===== src/rtl/core/lwfe_pkg.sv =====
package lwfe_pkg;

  localparam logic [7:0] CMD_COLUMN   = 8'h2A;
  localparam logic [7:0] CMD_PAGE     = 8'h2B;
  localparam logic [7:0] CMD_MEMWRITE = 8'h2C;

  localparam logic [3:0] PH_COL     = 4'd0;
  localparam logic [3:0] PH_XS_HI   = 4'd1;
  localparam logic [3:0] PH_XS_LO   = 4'd2;
  localparam logic [3:0] PH_XE_HI   = 4'd3;
  localparam logic [3:0] PH_XE_LO   = 4'd4;
  localparam logic [3:0] PH_PAGE    = 4'd5;
  localparam logic [3:0] PH_YS_HI   = 4'd6;
  localparam logic [3:0] PH_YS_LO   = 4'd7;
  localparam logic [3:0] PH_YE_HI   = 4'd8;
  localparam logic [3:0] PH_YE_LO   = 4'd9;
  localparam logic [3:0] PH_MEMWR   = 4'd10;
  localparam logic [3:0] PH_PIXELS  = 4'd11;

  localparam logic [0:0] OP_START = 1'b0;
  localparam logic [0:0] OP_TICK  = 1'b1;

  localparam logic [0:0] REG_SCREEN_WIDTH  = 1'b0;
  localparam logic [0:0] REG_SCREEN_HEIGHT = 1'b1;

  localparam logic [15:0] SCREEN_WIDTH_RESET  = 16'd480;
  localparam logic [15:0] SCREEN_HEIGHT_RESET = 16'd320;

  typedef enum logic [1:0] {
    KIND_BUS_WORD = 2'd0,
    KIND_ACCEPTED = 2'd1,
    KIND_REJECTED = 2'd2,
    KIND_DROPPED  = 2'd3
  } kind_t;

  typedef struct packed {
    logic        on_screen;
    logic [15:0] width;
    logic [15:0] height;
    logic [15:0] x_end;
    logic [15:0] y_end;
  } clip_t;

endpackage


===== src/rtl/core/lwfe_clip.sv =====
module lwfe_clip (
  input  logic [15:0]    x,
  input  logic [15:0]    y,
  input  logic [15:0]    width,
  input  logic [15:0]    height,
  input  logic [15:0]    screen_width,
  input  logic [15:0]    screen_height,
  output lwfe_pkg::clip_t clip
);
  import lwfe_pkg::*;

  logic [16:0] x_sum;
  logic [16:0] y_sum;
  logic [15:0] w_c;
  logic [15:0] h_c;

  always_comb begin
    x_sum = {1'b0, x} + {1'b0, width};
    y_sum = {1'b0, y} + {1'b0, height};
    w_c = (x_sum > {1'b0, screen_width}) ? (screen_width - x) : width;
    h_c = (y_sum > {1'b0, screen_height}) ? (screen_height - y) : height;
    clip.on_screen = (x < screen_width) && (y < screen_height);
    clip.width     = w_c;
    clip.height    = h_c;
    clip.x_end     = x + w_c - 16'd1;
    clip.y_end     = y + h_c - 16'd1;
  end

endmodule


===== src/rtl/core/lcd_window_fill_engine.sv =====
// Window fill engine for a parallel LCD panel bus.
// Input stream: tuser selects a start request (0) or a bus slot tick (1);
// tdata carries x, y, width, height and color. A start answers with one
// word of kind accepted, rejected (corner off screen) or dropped (fill in
// progress). Each tick during a fill answers with one panel bus word:
// column command, x start/end bytes, page command, y start/end bytes,
// memory-write command, then the color once per pixel; tlast marks the
// final word. A tick while idle gives nothing.
// Every item is handled combinationally and lands in the output register
// when it is accepted: one item per cycle sustained while the receiver
// keeps taking words. The pixel count multiply runs in the cycle after a
// start, hidden behind the eleven window words.
// The input is ready whenever the output register is empty or being taken,
// so a stalled receiver holds the current word and back-pressures the input.
// Reset (synchronous, rst high) ends any fill, empties the output register
// and restores the screen size to 480 by 320. Screen size writes through
// the cfg port apply to later start requests.
module lcd_window_fill_engine #(
  parameter int COUNT_BITS = 32
) (
  input  logic        clk,
  input  logic        rst,
  input  logic        s_axis_tvalid,
  output logic        s_axis_tready,
  input  logic [79:0] s_axis_tdata,  // x, y, width, height, color
  input  logic        s_axis_tuser,  // op
  output logic        m_axis_tvalid,
  input  logic        m_axis_tready,
  output logic [23:0] m_axis_tdata,  // bus_word, is_command, zero pad
  output logic [1:0]  m_axis_tuser,  // kind
  output logic        m_axis_tlast,
  input  logic        cfg_we,
  input  logic [0:0]  cfg_index,
  input  logic [15:0] cfg_data
);
  import lwfe_pkg::*;

  logic [15:0] screen_width;
  logic [15:0] screen_height;

  logic                  busy;
  logic [3:0]            phase;
  logic [15:0]           win_x_start;
  logic [15:0]           win_x_end;
  logic [15:0]           win_y_start;
  logic [15:0]           win_y_end;
  logic [15:0]           fill_color;
  logic [COUNT_BITS-1:0] pixels_left;
  logic [15:0]           clip_w;
  logic [15:0]           clip_h;
  logic                  mul_pending;
  logic [31:0]           product;

  logic        out_valid;
  kind_t       out_kind;
  logic [15:0] out_word;
  logic        out_cmd;
  logic        out_last;

  logic        op;
  logic [15:0] in_x;
  logic [15:0] in_y;
  logic [15:0] in_w;
  logic [15:0] in_h;
  logic [15:0] in_c;
  clip_t       clip;
  logic        accept;

  logic                  has_result;
  kind_t                 kind_next;
  logic [15:0]           word_next;
  logic                  cmd_next;
  logic                  last_next;
  logic                  start_fill;
  logic [COUNT_BITS-1:0] pixels_left_next;

  assign op   = s_axis_tuser;
  assign in_x = s_axis_tdata[15:0];
  assign in_y = s_axis_tdata[31:16];
  assign in_w = s_axis_tdata[47:32];
  assign in_h = s_axis_tdata[63:48];
  assign in_c = s_axis_tdata[79:64];

  assign s_axis_tready = !out_valid || m_axis_tready;
  assign accept        = s_axis_tvalid && s_axis_tready;

  lwfe_clip u_clip (
    .x             (in_x),
    .y             (in_y),
    .width         (in_w),
    .height        (in_h),
    .screen_width  (screen_width),
    .screen_height (screen_height),
    .clip          (clip)
  );

  assign product = 32'(clip_w) * 32'(clip_h);

  always_comb begin
    has_result       = 1'b0;
    kind_next        = KIND_BUS_WORD;
    word_next        = '0;
    cmd_next         = 1'b0;
    last_next        = 1'b0;
    start_fill       = 1'b0;
    pixels_left_next = pixels_left;
    if (op == OP_START) begin
      has_result = 1'b1;
      if (busy) begin
        kind_next = KIND_DROPPED;
      end else if (!clip.on_screen) begin
        kind_next = KIND_REJECTED;
      end else begin
        kind_next  = KIND_ACCEPTED;
        start_fill = 1'b1;
      end
    end else if (busy) begin
      has_result = 1'b1;
      unique case (phase)
        PH_COL: begin
          word_next = 16'(CMD_COLUMN);
          cmd_next  = 1'b1;
        end
        PH_XS_HI: word_next = {8'd0, win_x_start[15:8]};
        PH_XS_LO: word_next = {8'd0, win_x_start[7:0]};
        PH_XE_HI: word_next = {8'd0, win_x_end[15:8]};
        PH_XE_LO: word_next = {8'd0, win_x_end[7:0]};
        PH_PAGE: begin
          word_next = 16'(CMD_PAGE);
          cmd_next  = 1'b1;
        end
        PH_YS_HI: word_next = {8'd0, win_y_start[15:8]};
        PH_YS_LO: word_next = {8'd0, win_y_start[7:0]};
        PH_YE_HI: word_next = {8'd0, win_y_end[15:8]};
        PH_YE_LO: word_next = {8'd0, win_y_end[7:0]};
        PH_MEMWR: begin
          word_next = 16'(CMD_MEMWRITE);
          cmd_next  = 1'b1;
          last_next = (pixels_left == '0);
        end
        default: begin
          word_next = fill_color;
          if (pixels_left != '0) begin
            pixels_left_next = pixels_left - COUNT_BITS'(1);
          end
          last_next = (pixels_left_next == '0);
        end
      endcase
    end
  end

  always_ff @(posedge clk) begin
    if (rst) begin
      screen_width  <= SCREEN_WIDTH_RESET;
      screen_height <= SCREEN_HEIGHT_RESET;
    end else if (cfg_we) begin
      unique case (cfg_index)
        REG_SCREEN_WIDTH:  screen_width  <= cfg_data;
        REG_SCREEN_HEIGHT: screen_height <= cfg_data;
        default: ;
      endcase
    end
  end

  always_ff @(posedge clk) begin
    if (rst) begin
      busy        <= 1'b0;
      phase       <= PH_COL;
      mul_pending <= 1'b0;
    end else begin
      mul_pending <= 1'b0;
      if (accept) begin
        if (start_fill) begin
          busy        <= 1'b1;
          phase       <= PH_COL;
          mul_pending <= 1'b1;
        end else if (op == OP_TICK && busy) begin
          if (last_next) begin
            busy  <= 1'b0;
            phase <= PH_COL;
          end else if (phase < PH_PIXELS) begin
            phase <= phase + 4'd1;
          end
        end
      end
    end
  end

  always_ff @(posedge clk) begin
    if (accept && start_fill) begin
      win_x_start <= in_x;
      win_y_start <= in_y;
      win_x_end   <= clip.x_end;
      win_y_end   <= clip.y_end;
      fill_color  <= in_c;
      clip_w      <= clip.width;
      clip_h      <= clip.height;
    end
    if (mul_pending) begin
      pixels_left <= product[COUNT_BITS-1:0];
    end else if (accept && op == OP_TICK && busy) begin
      pixels_left <= pixels_left_next;
    end
  end

  always_ff @(posedge clk) begin
    if (rst) begin
      out_valid <= 1'b0;
    end else if (accept) begin
      out_valid <= has_result;
    end else if (m_axis_tready) begin
      out_valid <= 1'b0;
    end
  end

  always_ff @(posedge clk) begin
    if (accept) begin
      out_kind <= kind_next;
      out_word <= word_next;
      out_cmd  <= cmd_next;
      out_last <= last_next;
    end
  end

  assign m_axis_tvalid = out_valid;
  assign m_axis_tdata  = {7'd0, out_cmd, out_word};
  assign m_axis_tuser  = out_kind;
  assign m_axis_tlast  = out_last;

endmodule


===== config.mk =====
export PLATFORM = sky130hd
export DESIGN_NAME = lcd_window_fill_engine
export DESIGN_NICKNAME = d
export VERILOG_FILES = /design/src/rtl/core/lwfe_pkg.sv /design/src/rtl/core/lwfe_clip.sv /design/src/rtl/core/lcd_window_fill_engine.sv
export SDC_FILE = /design/constraint.sdc
export NUM_CORES = 1
export LEC_CHECK = 0
export ABC_CLOCK_PERIOD_IN_PS = 18400
export BUFFER_PORTS_ARGS = -buffer_cell sky130_fd_sc_hd__buf_2
export CAP_MARGIN = 10
export CORE_ASPECT_RATIO = 0.75
export CORE_MARGIN = 4
export CORE_UTILIZATION = 35
export DETAILED_ROUTE_END_ITERATION = 8
export MAX_ROUTING_LAYER = met4
export SLEW_MARGIN = 20
export SYNTH_ARGS = -nofsm -noshare
export SYNTH_HDL_FRONTEND = slang
export SYNTH_HIERARCHICAL = 1
export SYNTH_SLANG_ARGS = --single-unit

===== constraint.sdc =====
create_clock -name clk -period 18.4 [get_ports clk]
set_input_delay 0.92 -clock clk [delete_from_list [all_inputs] [get_ports clk]]
set_output_delay 0.92 -clock clk [all_outputs]
set_load 0.005 [all_outputs]

# After elaboration in Yosys (flattened, before gate mapping)
# Cells that the tools add are included.
# classes
add_sub_neg,10
multipliers,1
div,0
magnitude_cmp,5
n_eq_ne,11
shift,0
n_mux,33
bitwise_logic,2
n_reduce_logical,29
# op_table
cell,n
$mux W32,9
$pmux W16 S11,1
$logic_not A32 Y1,2
$add A16 B16 Y17,2
$gt A17 B16 Y1,2
$add A16 B16 Y16,2
$lt A16 B16 Y1,2
$mul A16 B16 Y32,1
$mux W16,2
$reduce_bool A32 Y1,1
$sub A16 B1 Y16 const B,2
$sub A16 B16 Y16,2
$sub A32 B1 Y32 const B,1
$eq A4 B3 Y1 const B,4
$mux W4,4
$mux W1,14
$eq A4 B4 Y1 const B,3
$reduce_bool A2 Y1,6
$reduce_or A11 Y1,1
$reduce_or A10 Y1,1
$eq A4 B2 Y1 const B,2
$logic_and A1 B1 Y1,6
$reduce_and A2 Y1,3
$reduce_and A3 Y1,2
14 further kinds,16
# word_totals
ff_bits,203
latchBits,0
ramBits,0
mem_bits_ro,0
out_inout_bits,29
memories,0

# Depth between registers and ports, before layout
# depth
depth_word,12
mapped_depth,31
depth_no_buf,31

# Cells and area by module
# Netlist, hierarchy kept.
# by_module_without_submodules
mod,n_inst,cells_per_inst,area_per_inst_um2
lcd_window_fill_engine,1,1675,16927.5
lwfe_clip,1,837,6013.3

# Least setup slack after synthesis
# OpenSTA, ideal clock, no wires.
# synth_path
kind,input -> register
startpoint,input s_axis_tdata[32]
endpoint,"register win_x_end[15], data pin"
setup_time_ns,0.261
arrival_ns,6.784
t_required_ns,18.139
setup_slack_ns,11.355
path_stages,31
path_buffers,1
cell_sequence,ha_1 inv_1 fa_1 nor2b_1 o31a_1 o211ai_2 a21oi_2 o21ai_0 nand2_1 a2111oi_0 or3b_2 ha_1 nand2_1 nor4_1 o2bb2ai_1 a31oi_1 a211o_1 buf_6 mux2i_1 ha_1 inv_1 ha_1 fa_1 a21o_1 a21oi_1 o21bai_1 o311ai_0 nand3_1 o41ai_1 o21ai_0 xnor2_1
# synth_lines
item,line,source
"start, declared",lcd_window_fill_engine.sv:25,"input logic [79:0] s_axis_tdata,"
"end signal, assigned",lcd_window_fill_engine.sv:193,win_x_end <= clip.x_end;
"end, declared",lcd_window_fill_engine.sv:44,logic [15:0] win_x_end;

==> results.yml <==
synthesis:
  synth_top_family_by_area: "adder cells"
  ys_types: 83
  synthMostInstantiatedCell: "inv_1"
  synth_largest_area_cell: "edfxtp_1"
  yosys_warnings: 6
  avgSynthCellArea_sq_um: 9.13
  ys_seq_elements: 203
  ys_async_sr_fraction_pct: 0
  synth_edf_count: 164
  synthMuxAreaShare_pct: 1.66
  synthCells: 2512
  synth_top_area_share_pct: 21.5
  synthXorXnorAreaFrac_pct: 4.46
  synth_compound_area_share_pct: 12.6
  synthAdderAreaFrac_pct: 31.8
  yosys-top-cells-count: "434 x inv_1, 290 x nand2_1, 263 x ha_1, 200 x fa_1, 164 x edfxtp_1"
  yosys.area_share.simple_pct: 15.9
  ys_seq_area_share_pct: 24.9
  synth_area_sq_um: 22900
  ys_top_cells_by_area: "edfxtp_1 21%, fa_1 17%, ha_1 14%"
  synth_flop_cell: "edfxtp_1"
timing:
  worst_slack_ns: 10.33
  fmax_mhz: 124
  hold_ws_ns: 0.492
  worst_pin_slew_ns: 1.05
  setup-tns-final_ns: 0
  final_hold_viol_count: 0
  setup_viol: 0
  drv_slew: 0
  finalClockSkew_ns: 0.0206
  fin_crit_ns: 8.07
  period_share_pct: 43.8
  rsz0062_at_grt: "no"
  max_slew_margin_pct: 30.0
critical_path:
  crit_type: "in -> reg"
  crit_path_end_kind: "flop"
  r2r_start: "clip_w[0]$_DFFE_PP_"
  crit_top_cell: "ha_1"
  critPathMaxStageDelay_ns: 0.66
  cp_max_fo: 16
  required_ns: 18.67
  slowest_stage: "a211o_1"
  crit_path_start: "s_axis_tdata[0]"
  arrival_ns: 8.33
  crit_path_start_kind: "input port"
job:
  maxCapViolCount: 0
global_routing:
  grt_max_degree: 72
  grt-ovfl-total: 0
  antenna_found_initial: 1
  grt_pass1_vias: 18400
  globalRouteTotalUtil_pct: 19.5
  grt_pass1_wl_um: 105000
cells_and_area:
  fin_nets: 3156
  n_antenna_cell: 0
  register_area_sq_um: 5710
  final.fill_count: 6507
  fin_area_sq_um: 25100
  drive_above_1_share_pct: 8.33
  syn2layout_area_growth_pct: 9.33
  multi_input_area_sq_um: 15300
  fin_cells: 3467
die:
  die-area_sq_um: 69700
  start_util_pct: 35.7
  die_h_um: 230
  rows: 80
  core-area_sq_um: 64300
  ios: 132
  die_x_um: 304
drt:
  drc: 0
  drt_first_pass_iters: 8
  drt-initial-drc-count: 1557
  ant_nets: 0
  via_per_inst: 5.33
  vias: 18500
  routed_wl_um: 67700
  wire_per_inst_um: 19.5
pwr:
  power.density_nw_per_um2: 63.7
  combPwrFrac_pct: 38.3
  leakagePower_nw: 11.2
  intPower_mw: 1.03
  peakVddDrop_uv: 60.6
  seqPwrFrac_pct: 33.7
  pwr-share-clk_pct: 28.0
  switching_share_pct: 35.8
  p_switching_uw: 572
clock_network:
  h-tree-depth: 1
  cts_hold_buf: 0
  clk_pin_slew_worst_paths_ns: 0.06
  cts_buffers: 22
  cts_resized: 0
  clockRootBuffer: "clkbuf_16"
  cts_tree: "built"
  clk_latency_ns: 0.53
  cts.path.max_buffers: 3
  post-cts-setup-buffers: 0
  cts.sinks: 203
place:
  dp_slack_ns: 9.93
  place_area_sq_um: 24400
  gp_congestion: 0.993
  dp_cells: 3427
  dp_hpwl_um: 55100
  io_buffer_count: 124
outcome:
  status: "complete, no violations"
worst_hold_path:
  min_path_type: "reg -> reg"
  hold_start: "screen_height[13]$_SDFFE_PP0P_"
==> state kept, by name, indices dropped and copies added, names as in the netlist <==
name / flops
m_axis_tlast: 1
fill_color: 16
pixels_left: 32
win_y_end: 16
phase: 4
mul_pending: 1
win_y_start: 16
out_word: 16
screen_height: 16
m_axis_tuser: 2
win_x_end: 16
m_axis_tvalid: 1
clip_h: 16
clip_w: 16
win_x_start: 16
screen_width: 16
busy: 1
out_cmd: 1
==> layout by cell type, fill, tap and decap left out, types with 42 or more instances in the layout <==
| cell type | Yosys | layout |
|---|---|---|
| xnor2_1 | 81 | 81 |
| o21ai_0 | 69 | 69 |
| ha_1 | 263 | 263 |
| nand2_1 | 290 | 290 |
| nor3_1 | 43 | 42 |
| and2_1 | 130 | 130 |
| fa_1 | 200 | 200 |
| nor2_1 | 91 | 91 |
| a21oi_1 | 137 | 137 |
| inv_1 | 434 | 434 |
| edfxtp_1 | 164 | 164 |
| buf_2 | 3 | 124 |
==> power by group through the flow <==
stage	registers (mW)	logic [mW]	clock network [mW]
6_report	0.539	0.612	0.447
5_1_grt	0.539	0.677	0.473
4_1_cts	0.539	0.602	0.452
3_5_place_dp	0.549	0.598	0
3_3_place_gp	0.549	0.587	0
2_1_floorplan	0.545	0.443	0
==> cells by family after synthesis <==
logic type / count (synthesis)
fa+ha+maj: 463
buf+inv: 522
xor+xnor: 116
other cells: 1
simple gates: 737
compound gates: 433
flops: 203
mux: 37
==> final timing paths <==
check | cells past startpoint | to | slack, ns
min reg2reg | 2 | screen_height[13]$_SDFFE_PP0P_ | 0.49
max reg2reg | 18 | pixels_left[30]$_DFFE_PP_ | 11.19
min | 2 | screen_height[13]$_SDFFE_PP0P_ | 0.49
max | 31 | win_x_end[15]$_DFFE_PP_ | 10.33
==> worst max-delay path, delay by kind of cell <==
family / cells / cell delay, ns
simple gates: 6 / 1.42
fa+ha+maj: 6 / 1.88
compound gates: 14 / 3.51
mux: 1 / 0.23
buf+inv: 3 / 0.22
xor+xnor: 1 / 0.16
==> per-stage QoR <==
| step | util (%) | power, mW |
|---|---|---|
| 3_5_place_dp | 37.9 | 1.15 |
| 4_1_cts | 39.0 | 1.59 |
| 2_1_floorplan | - | 0.987 |
| 5_1_grt | 39.0 | 1.69 |
| 3_3_place_gp | 37.9 | 1.14 |
| 6_report | 39.0 | 1.60 |
==> per-layer routing <==
metal	routed length, um	vias up	track usage, %	share of wire, %
met3	4510	69	2.50	6.7
li1	-	8611	-	-
met5	0	-	-	0
met4	1140	0	3.15	1.7
met2	28600	676	28.6	42
met1	33400	9124	29.2	49
==> cell type report <==
type / count / area share [%]
clock buffer: 25 / 2.41
tap: 861 / 4.30
multi-input combinational: 1793 / 60.8
timing repair buffer: 136 / 2.83
clock inverter: 15 / 0.389
inverter: 434 / 6.51
sequential: 203 / 22.7
(Power assumes the default switching activity.)
